### src/hdl/nq_pkg.sv
`default_nettype none
package nq_pkg;

    localparam int MAX_SIZE    = 16;
    localparam int RESULT_MAX  = 16;
    localparam int SIZE_LIMIT  = (MAX_SIZE < RESULT_MAX) ? MAX_SIZE : RESULT_MAX;
    localparam int IDX_W       = $clog2(MAX_SIZE);
    localparam int ROW_W       = $clog2(MAX_SIZE + 1);
    localparam int DIAG_N      = 2 * MAX_SIZE - 1;
    localparam int DIAG_W      = $clog2(DIAG_N);

    // outcome of one probe of the shared attack unit
    typedef struct packed {
        logic                free;
        logic [MAX_SIZE-1:0] col_bit;
        logic [DIAG_N-1:0]   down_bit;
        logic [DIAG_N-1:0]   up_bit;
    } nq_probe_t;

endpackage
`default_nettype wire

### src/hdl/nq_probe.sv
`default_nettype none
module nq_probe (
    input  wire logic [nq_pkg::IDX_W-1:0]    row,
    input  wire logic [nq_pkg::IDX_W-1:0]    col,
    input  wire logic [nq_pkg::ROW_W-1:0]    size,
    input  wire logic [nq_pkg::MAX_SIZE-1:0] used_cols,
    input  wire logic [nq_pkg::DIAG_N-1:0]   used_down,
    input  wire logic [nq_pkg::DIAG_N-1:0]   used_up,
    output nq_pkg::nq_probe_t                probe
);

    logic [nq_pkg::DIAG_W-1:0] down_idx;
    logic [nq_pkg::DIAG_W-1:0] up_idx;

    always_comb begin
        down_idx = nq_pkg::DIAG_W'(row) + nq_pkg::DIAG_W'(col);
        // row + n - 1 - col, never negative for a legal square
        up_idx   = nq_pkg::DIAG_W'(row) + nq_pkg::DIAG_W'(size)
                 - nq_pkg::DIAG_W'(1) - nq_pkg::DIAG_W'(col);

        probe.col_bit  = {{(nq_pkg::MAX_SIZE-1){1'b0}}, 1'b1} << col;
        probe.down_bit = {{(nq_pkg::DIAG_N-1){1'b0}}, 1'b1} << down_idx;
        probe.up_bit   = {{(nq_pkg::DIAG_N-1){1'b0}}, 1'b1} << up_idx;
        probe.free     = ((used_cols & probe.col_bit) == '0)
                       && ((used_down & probe.down_bit) == '0)
                       && ((used_up & probe.up_bit) == '0);
    end

endmodule
`default_nettype wire

### src/hdl/n_queens_first_solution.sv
// First N-queens placement by depth-first backtracking, one search step per cycle.
// The request is registered when taken; then each search step (place, advance
// candidate or backtrack) goes through the shared attack probe, then N results.
// Throughput: one request at a time; s_ready is high only when no request is open.
// Invalid sizes (0, too large) and N of 2 or 3 give one found = 0 result.
// Reset: synchronous active-low aresetn clears the sequencer, masks and result valid.
`default_nettype none
module n_queens_first_solution (
    input  wire logic       aclk,
    input  wire logic       aresetn,
    input  wire logic       s_valid,
    output logic            s_ready,
    input  wire logic [4:0] s_board_size,
    output logic            m_valid,
    input  wire logic       m_ready,
    output logic [3:0]      m_row_index,
    output logic [3:0]      m_queen_column,
    output logic            m_found,
    output logic            m_last
);

    localparam logic [1:0] ST_IDLE   = 2'd0;
    localparam logic [1:0] ST_SEARCH = 2'd1;
    localparam logic [1:0] ST_OUT    = 2'd2;

    logic [1:0]                   state_reg, state_next;
    logic [nq_pkg::ROW_W-1:0]     row_reg, row_next;
    logic [nq_pkg::ROW_W-1:0]     cand_reg, cand_next;
    logic [nq_pkg::ROW_W-1:0]     size_reg, size_next;
    logic                         found_reg, found_next;
    logic                         m_valid_reg, m_valid_next;
    logic [nq_pkg::MAX_SIZE-1:0]  cols_reg, cols_next;
    logic [nq_pkg::DIAG_N-1:0]    down_reg, down_next;
    logic [nq_pkg::DIAG_N-1:0]    up_reg, up_next;

    logic [nq_pkg::IDX_W-1:0]     placed_reg [nq_pkg::MAX_SIZE];
    logic                         placed_we;
    logic [nq_pkg::ROW_W-1:0]     rd_row;
    logic [nq_pkg::IDX_W-1:0]     rd_data;

    logic                         backtrack;
    logic [nq_pkg::IDX_W-1:0]     probe_row;
    logic [nq_pkg::IDX_W-1:0]     probe_col;
    nq_pkg::nq_probe_t            probe;
    logic                         size_bad;

    // single read port: previous row while searching, output row while sending
    assign rd_row  = (state_reg == ST_OUT) ? row_reg : row_reg - nq_pkg::ROW_W'(1);
    assign rd_data = placed_reg[rd_row[nq_pkg::IDX_W-1:0]];

    assign backtrack = (cand_reg >= size_reg) && (row_reg != '0);
    assign probe_row = backtrack ? rd_row[nq_pkg::IDX_W-1:0] : row_reg[nq_pkg::IDX_W-1:0];
    assign probe_col = backtrack ? rd_data : cand_reg[nq_pkg::IDX_W-1:0];

    nq_probe u_probe (
        .row       (probe_row),
        .col       (probe_col),
        .size      (size_reg),
        .used_cols (cols_reg),
        .used_down (down_reg),
        .used_up   (up_reg),
        .probe     (probe)
    );

    assign size_bad = (s_board_size == 5'd0) || (s_board_size > 5'(nq_pkg::SIZE_LIMIT));

    always_comb begin
        state_next   = state_reg;
        row_next     = row_reg;
        cand_next    = cand_reg;
        size_next    = size_reg;
        found_next   = found_reg;
        m_valid_next = m_valid_reg;
        cols_next    = cols_reg;
        down_next    = down_reg;
        up_next      = up_reg;
        placed_we    = 1'b0;

        unique case (state_reg)
            ST_IDLE: begin
                if (s_valid) begin
                    row_next  = '0;
                    cand_next = '0;
                    cols_next = '0;
                    down_next = '0;
                    up_next   = '0;
                    if (size_bad) begin
                        size_next    = '0;
                        found_next   = 1'b0;
                        m_valid_next = 1'b1;
                        state_next   = ST_OUT;
                    end else begin
                        size_next  = nq_pkg::ROW_W'(s_board_size);
                        state_next = ST_SEARCH;
                    end
                end
            end
            ST_SEARCH: begin
                if (row_reg >= size_reg) begin
                    row_next     = '0;
                    found_next   = 1'b1;
                    m_valid_next = 1'b1;
                    state_next   = ST_OUT;
                end else if (cand_reg >= size_reg) begin
                    if (row_reg == '0) begin
                        found_next   = 1'b0;
                        m_valid_next = 1'b1;
                        state_next   = ST_OUT;
                    end else begin
                        // lift the queen of the previous row, resume right of it
                        cols_next = cols_reg ^ probe.col_bit;
                        down_next = down_reg ^ probe.down_bit;
                        up_next   = up_reg ^ probe.up_bit;
                        row_next  = rd_row;
                        cand_next = nq_pkg::ROW_W'(rd_data) + nq_pkg::ROW_W'(1);
                    end
                end else if (probe.free) begin
                    placed_we = 1'b1;
                    cols_next = cols_reg ^ probe.col_bit;
                    down_next = down_reg ^ probe.down_bit;
                    up_next   = up_reg ^ probe.up_bit;
                    row_next  = row_reg + nq_pkg::ROW_W'(1);
                    cand_next = '0;
                end else begin
                    cand_next = cand_reg + nq_pkg::ROW_W'(1);
                end
            end
            ST_OUT: begin
                if (m_ready) begin
                    if (m_last) begin
                        m_valid_next = 1'b0;
                        state_next   = ST_IDLE;
                    end else begin
                        row_next = row_reg + nq_pkg::ROW_W'(1);
                    end
                end
            end
            default: begin
                state_next   = ST_IDLE;
                m_valid_next = 1'b0;
            end
        endcase
    end

    always_ff @(posedge aclk) begin
        if (!aresetn) begin
            state_reg   <= ST_IDLE;
            row_reg     <= '0;
            cand_reg    <= '0;
            size_reg    <= '0;
            found_reg   <= 1'b0;
            m_valid_reg <= 1'b0;
            cols_reg    <= '0;
            down_reg    <= '0;
            up_reg      <= '0;
        end else begin
            state_reg   <= state_next;
            row_reg     <= row_next;
            cand_reg    <= cand_next;
            size_reg    <= size_next;
            found_reg   <= found_next;
            m_valid_reg <= m_valid_next;
            cols_reg    <= cols_next;
            down_reg    <= down_next;
            up_reg      <= up_next;
        end
    end

    always_ff @(posedge aclk) begin
        if (placed_we) begin
            placed_reg[row_reg[nq_pkg::IDX_W-1:0]] <= cand_reg[nq_pkg::IDX_W-1:0];
        end
    end

    assign s_ready        = (state_reg == ST_IDLE);
    assign m_valid        = m_valid_reg;
    assign m_found        = found_reg;
    assign m_row_index    = found_reg ? 4'(row_reg) : 4'd0;
    assign m_queen_column = found_reg ? 4'(rd_data) : 4'd0;
    assign m_last         = !found_reg || (row_reg == size_reg - nq_pkg::ROW_W'(1));

endmodule
`default_nettype wire
### config.mk
export PLATFORM = sky130hd
export DESIGN_NAME = n_queens_first_solution
export DESIGN_NICKNAME = d
export VERILOG_FILES = /design/src/hdl/nq_pkg.sv /design/src/hdl/nq_probe.sv /design/src/hdl/n_queens_first_solution.sv
export SDC_FILE = /design/constraint.sdc
export NUM_CORES = 1
export LEC_CHECK = 0
export BUFFER_PORTS_ARGS = -buffer_cell sky130_fd_sc_hd__buf_2
export CAP_MARGIN = 20
export CORE_UTILIZATION = 45
export CTS_CLUSTER_SIZE = 28
export DETAILED_ROUTE_END_ITERATION = 12
export SYNTH_ARGS = -nofsm -noshare
export SYNTH_HDL_FRONTEND = slang
export SYNTH_SLANG_ARGS = --single-unit
### constraint.sdc
create_clock -name aclk -period 9.2 [get_ports aclk]
set_clock_uncertainty 0.1 [all_clocks]
set_input_delay 0.46 -clock aclk [delete_from_list [all_inputs] [get_ports aclk]]
set_output_delay 0.46 -clock aclk [all_outputs]
set_load 0.02 [all_outputs]
==> results of run 1 <==
-- cells in the final DEF, fill, tap and decap left out, drive strengths merged, types with 4 or more instances in the layout --
cell type	count
nand2	138
ha	112
a21oi	101
dfxtp	97
nand3	96
nor2	87
edfxtp	64
buf	35
nor3	33
nor4	30
inv	29
o21ai	20
clkbuf	17
mux2i	16
xnor2	14
mux4	14
nand2b	12
a21o	11
and2	9
nand4	7
xor2	7
a22oi	7
clkinv	6
nor3b	5
nand3b	4
bufinv	4
o31ai	4
o22ai	4
a211oi	4
-- power groups by stage --
stage	registers, mW	clock network (mW)	logic (mW)
after floorplan	0.791	0	0.660
after global placement	0.793	0	0.876
after detailed placement	0.793	0	0.878
after CTS	0.777	0.776	0.881
after global routing	0.780	0.804	0.979
final	0.778	0.767	0.880
-- worst max-delay path: cells and delay by family, from the launching register on --
kind	cells	cell delay [ns]
DFF	1	0.36
AOI/OAI and AO/OA	5	1.10
adders and majority gates	5	2.16
buffers and inverters	4	0.82
muxes	4	1.42
and+or+nand+nor	8	2.27
-- per-stage QoR --
stage	util [%]	hold slack (ns)
3_3_place_gp	47.9	0.342
4_1_cts	51.0	0.181
3_5_place_dp	47.9	0.349
5_1_grt	51.0	0.201
2_1_floorplan	-	0.336
6_report	51.0	0.191
-- worst min path at each step --
stage                    start          to  cells after the start
floorplan            up_reg[0]   up_reg[0]                      2
global placement    up_reg[13]  up_reg[13]                      2
detailed placement  up_reg[15]  up_reg[15]                      2
CTS                    aresetn  row_reg[4]                      2
global route           aresetn  row_reg[4]                      2
finish                 aresetn  row_reg[4]                      2
-- layout make-up --
type                    instances  area, um^2  area share (%)
clock inverters                15         206            1.98
multi-input cells             777        5310            50.8
clock buffers                  17         425            4.07
inverters                      25        93.8           0.898
repair buffers                 35         213            2.04
flip-flops and latches        161        3860            37.0
well taps                     270         338            3.23
-- routing by layer --
layer	part of all wire, %	track usage [%]	vias up
met5	0	0	-
met4	0.86	5.88	0
met3	3.0	3.15	18
met2	46	34.3	103
met1	50	31.1	3498
li1	-	-	3698
-- cells in the mapped netlist, drive strengths merged (9+ instances only) --
cell and instances:
mux2i 16, nor4 30, clkbuf 38, nor2 87, buf 18, dfxtp 97
o21ai 20, nand2b 12, a21o 11, nand3 96, nand2 138, ha 112
inv 25, xnor2 14, a21oi 101, edfxtp 64, mux4 14, nor3 33
and2 9
-- cell families (layout without fill, tap and decap cells) --
logic type	Yosys count	after routing	share of synthesized area, %
AO/OA/AOI/OAI	175	175	11.4
XOR/XNOR	21	21	2.21
adder cells (fa/ha/maj)	114	114	15.1
buffers and inverters	81	92	3.75
flip-flops	161	161	40.6
multiplexers	32	32	5.35
AND/OR/NAND/NOR	435	435	21.6
==> results_dict.tcl, run 1 <==
set metrics [dict create \
    htreeDepth 4 \
    cpPeakStageDelay_ns 1.04 \
    clock-root-buffer "clkbuf_16" \
    cell_internal_pwr_mw 1.49 \
    start_util_pct 46.4 \
    grt_pass1_wl_um 37200 \
    reg2reg_slack_ns 0.78 \
    seqPwrFrac_pct 32.1 \
    switching_share_pct 38.3 \
    place_area_um2 9820 \
    drcViolationCount 0 \
    clkPwrFrac_pct 31.6 \
    finalSetupViolations 0 \
    rsz0062_at_grt "false" \
    fin_crit_ns 8.42 \
    routed_wl_um 22300 \
    final_cells 1300 \
    cts.repair_timing.setup_buffer_count 0 \
    stdcell_area_um2 10500 \
    die_area_um2 21700 \
    crit_top_cell "ha_1" \
    cts_tree "done" \
    drive_gt1_share_pct 10.9 \
    yosys_warnings 0 \
    drtIter0Drc 473 \
    first_global_vias 7143 \
    hpwl_um 15100 \
    synth-edff-count 64 \
    fp.dieW_um 147 \
    worstSetupEndpoint "down_reg[0]" \
    ir_worst_vdd_v 0.000127 \
    clock.fmax_ghz 0.119 \
    arrival_ns 8.60 \
    ys_seq_area_share_pct 40.6 \
    synthCells 1019 \
    switching_power_mw 0.929 \
    slew_violations 0 \
    cts_buffers 17 \
    critPathLaunchType "flip-flop" \
    synth_area_leaders "dfxtp_1 (20%), edfxtp_1 (20%), ha_1 (15%), nand2_1 (5.4%), a21oi_1 (5.1%)" \
    worstSetupStartpoint "state_reg[0]" \
    vias 7317 \
    cp_slowest_cell "ha_1" \
    relSlewSlack_pct 29.9 \
    reg2regPathDepth 26 \
    crit_fanout 39 \
    worstReg2RegEnd "down_reg[0]" \
    critical_path_class "reg -> reg" \
    nets 1140 \
    crit_path_end_kind "flip-flop" \
    rows 52 \
    antenna_found_initial 0 \
    required_ns 9.37 \
    port_buffers 20 \
    worstHoldPathType "in -> reg" \
    vias_per_cell 5.63 \
    syn_area_per_cell_um2 9.34 \
    ant_nets 0 \
    tns_ns 0 \
    status "completed" \
    worst-slew-pin-transition_ns 1.04 \
    area_growth_pct 9.79 \
    hold_violations 0 \
    maxCapViolCount 0 \
    fin_ws_ns 0.775 \
    wl_per_cell_um 17.2 \
    yosysTopAreaCellShare_pct 20.4 \
    synth_nets 1142 \
    pre_cts_ws_ns 0.877 \
    num-fill-cells 1918 \
    clkLatencyLatePin_ns 0.44 \
    n_antenna_cell 0 \
    reg2reg_from "state_reg[0]" \
    postSynth.asyncResetShare_pct 0 \
    synth_cell_types 72 \
    netlist_area_um2 9520 \
    overflow 0 \
    holdBufCountCts 0 \
    cts_sinks 161 \
    synth-seq-cells 161 \
    ioPinCount 21 \
    clkTransAtPathRegs_ns 0.07 \
    finalCritPeriodShare_pct 91.6 \
    fin_total_pwr_mw 2.42 \
    gp_congestion 0.807 \
    largest_register_ffs 64 \
    fp.dieH_um 147 \
    leakage_nw 4.26 \
    yosys_most_used_dff "dfxtp_1" \
    power.density_nw_per_um2 232 \
    coreArea_um2 20500 \
    cts_resized 0 \
    clk_path_buf_depth 2 \
    first_pass_iters 5 \
    grt_max_degree 90 \
    dp_cells 1268 \
    pwr-share-comb_pct 36.3 \
    yosysTopAreaCell "dfxtp_1" \
    track_usage_pct 21.7 \
]
No activity file was read; power rests on OpenSTA's default activity.
==> run 2, diff against run 1 <==
--- a/config.mk
+++ b/config.mk
@@ -7,9 +7,10 @@
 export LEC_CHECK = 0
 export BUFFER_PORTS_ARGS = -buffer_cell sky130_fd_sc_hd__buf_2
 export CAP_MARGIN = 20
-export CORE_UTILIZATION = 45
+export CORE_UTILIZATION = 63
 export CTS_CLUSTER_SIZE = 28
 export DETAILED_ROUTE_END_ITERATION = 12
+export PLACE_DENSITY = 0.8
 export SYNTH_ARGS = -nofsm -noshare
 export SYNTH_HDL_FRONTEND = slang
 export SYNTH_SLANG_ARGS = --single-unit
==> run 2 against run 1 <==
Against the previous run:
- final area decreased by 2.2%
- die area decreased by 28%
- clock-buffer cell count increased by 4
- cell count decreased by 6.9%
- first-iteration DRC count increased by 88%
- largest cell class unchanged
- largest power group unchanged
==> results_dict.tcl, run 2 (same netlist as run 1, synthesis figures left out) <==
set metrics [dict create \
    ioPinCount 21 \
    reg2reg_slack_ns 1.13 \
    fin_crit_ns 8.07 \
    pwr-share-comb_pct 37.9 \
    place_area_um2 9690 \
    nets 1136 \
    required_ns 9.43 \
    finalCritPeriodShare_pct 87.7 \
    fin_total_pwr_mw 2.31 \
    fp.dieW_um 125 \
    ant_nets 0 \
    hold_slack_ns 0.204 \
    arrival_ns 8.29 \
    wl_per_cell_um 18.1 \
    first_pass_iters 5 \
    clock-root-buffer "clkbuf_16" \
    pre_cts_ws_ns 1.28 \
    final_cell_mix "nand2_1 (137), ha_1 (111), a21oi_1 (97), dfxtp_1 (97), nand3_1 (96)" \
    largest_register_ffs 64 \
    routed_wl_um 21900 \
    worstHoldPathType "in -> reg" \
    die_area_um2 15600 \
    cpPeakStageDelay_ns 0.80 \
    tns_ns 0 \
    cts_resized 0 \
    first_global_vias 7117 \
    gp_congestion 0.838 \
    overflow 0 \
    start_util_pct 65.0 \
    vias 7577 \
    critical_path_class "reg -> reg" \
    cts_sinks 161 \
    drtIter0Drc 887 \
    fp.dieH_um 125 \
    seqPwrFrac_pct 34.0 \
    clkPwrFrac_pct 28.1 \
    track_usage_pct 29.4 \
    grt_max_degree 85 \
    multi_input_area_um2 5310 \
    hpwl_um 14600 \
    cell_internal_pwr_mw 1.41 \
    cts.repair_timing.setup_buffer_count 0 \
    seq_area_um2 3860 \
    switching_share_pct 39.0 \
    grt_pass1_wl_um 36200 \
    crit_path_end_kind "flip-flop" \
    coreArea_um2 14600 \
    cp_slowest_cell "ha_1" \
    clkLatencyLatePin_ns 0.43 \
    hold_violations 0 \
    cp_top_family "simple AND/OR/NAND/NOR gates" \
    fin_ws_ns 1.13 \
    vias_per_cell 6.26 \
    clk_path_buf_depth 2 \
    status "completed" \
    clock.fmax_ghz 0.124 \
    critPathLaunchType "flip-flop" \
    holdBufCountCts 0 \
    htreeDepth 4 \
    crit_top_cell "ha_1" \
    rsz0062_at_grt "false" \
    clkTransAtPathRegs_ns 0.06 \
    drive_gt1_share_pct 9.84 \
    worst-slew-pin-transition_ns 0.969 \
    antenna_found_initial 0 \
    crit_fanout 13 \
    crit_buf_inv 2 \
    maxCapViolCount 0 \
    slew_violations 0 \
    drcViolationCount 0 \
    finalSetupViolations 0 \
    power.density_nw_per_um2 226 \
    switching_power_mw 0.900 \
    leakage_nw 4.18 \
    n_antenna_cell 0 \
    final_common_cell "nand2_1" \
    rows 44 \
    cts_tree "done" \
    area_growth_pct 7.43 \
    cts_buffers 17 \
    relSlewSlack_pct 35.1 \
    ir_worst_vdd_v 0.000183 \
    num-fill-cells 1121 \
    stdcell_area_um2 10200 \
    port_buffers 20 \
]
run 2: path summary, 6_finish.rpt:
kind	start	end	cells after the start
setup / recovery	state_reg[0]	row_reg[4]	27
hold / removal	aresetn	row_reg[4]	2
setup reg to reg	state_reg[0]	row_reg[4]	27
hold reg to reg	up_reg[21]	up_reg[21]	2
run 2: area by class of cell:
class                      instances  share of cell area [%]
clock buffer                      21                    4.31
tap                              184                    2.25
inverter                          25                   0.918
multi-input combinational        777                    51.9
timing repair buffer              31                    1.91
clock inverter                    11                   0.893
sequential                       161                    37.8
run 2: through the flow:
step | util, % | cells
2_1_floorplan | - | 1019
3_3_place_gp | 66.2 | 1178
3_5_place_dp | 66.2 | 1178
4_1_cts | 69.8 | 1210
5_1_grt | 69.8 | 1210
6_report | 69.8 | 1210
run 2: power by group through the flow:
stage | sequential (mW) | clock [mW] | combinational, mW
finish | 0.784 | 0.648 | 0.875
global route | 0.787 | 0.685 | 0.953
global placement | 0.798 | 0 | 0.844
detailed placement | 0.799 | 0 | 0.855
floorplan | 0.791 | 0 | 0.660
CTS | 0.783 | 0.653 | 0.865
run 2: metal layers:
layer	wire, um	vias up	share of wire, %	global-route usage, %
met5	0	-	0	0
met4	386	0	1.8	9.76
met3	1420	42	6.5	5.84
met2	10300	258	47	47.0
met1	9820	3596	45	40.2
li1	-	3681	-	-
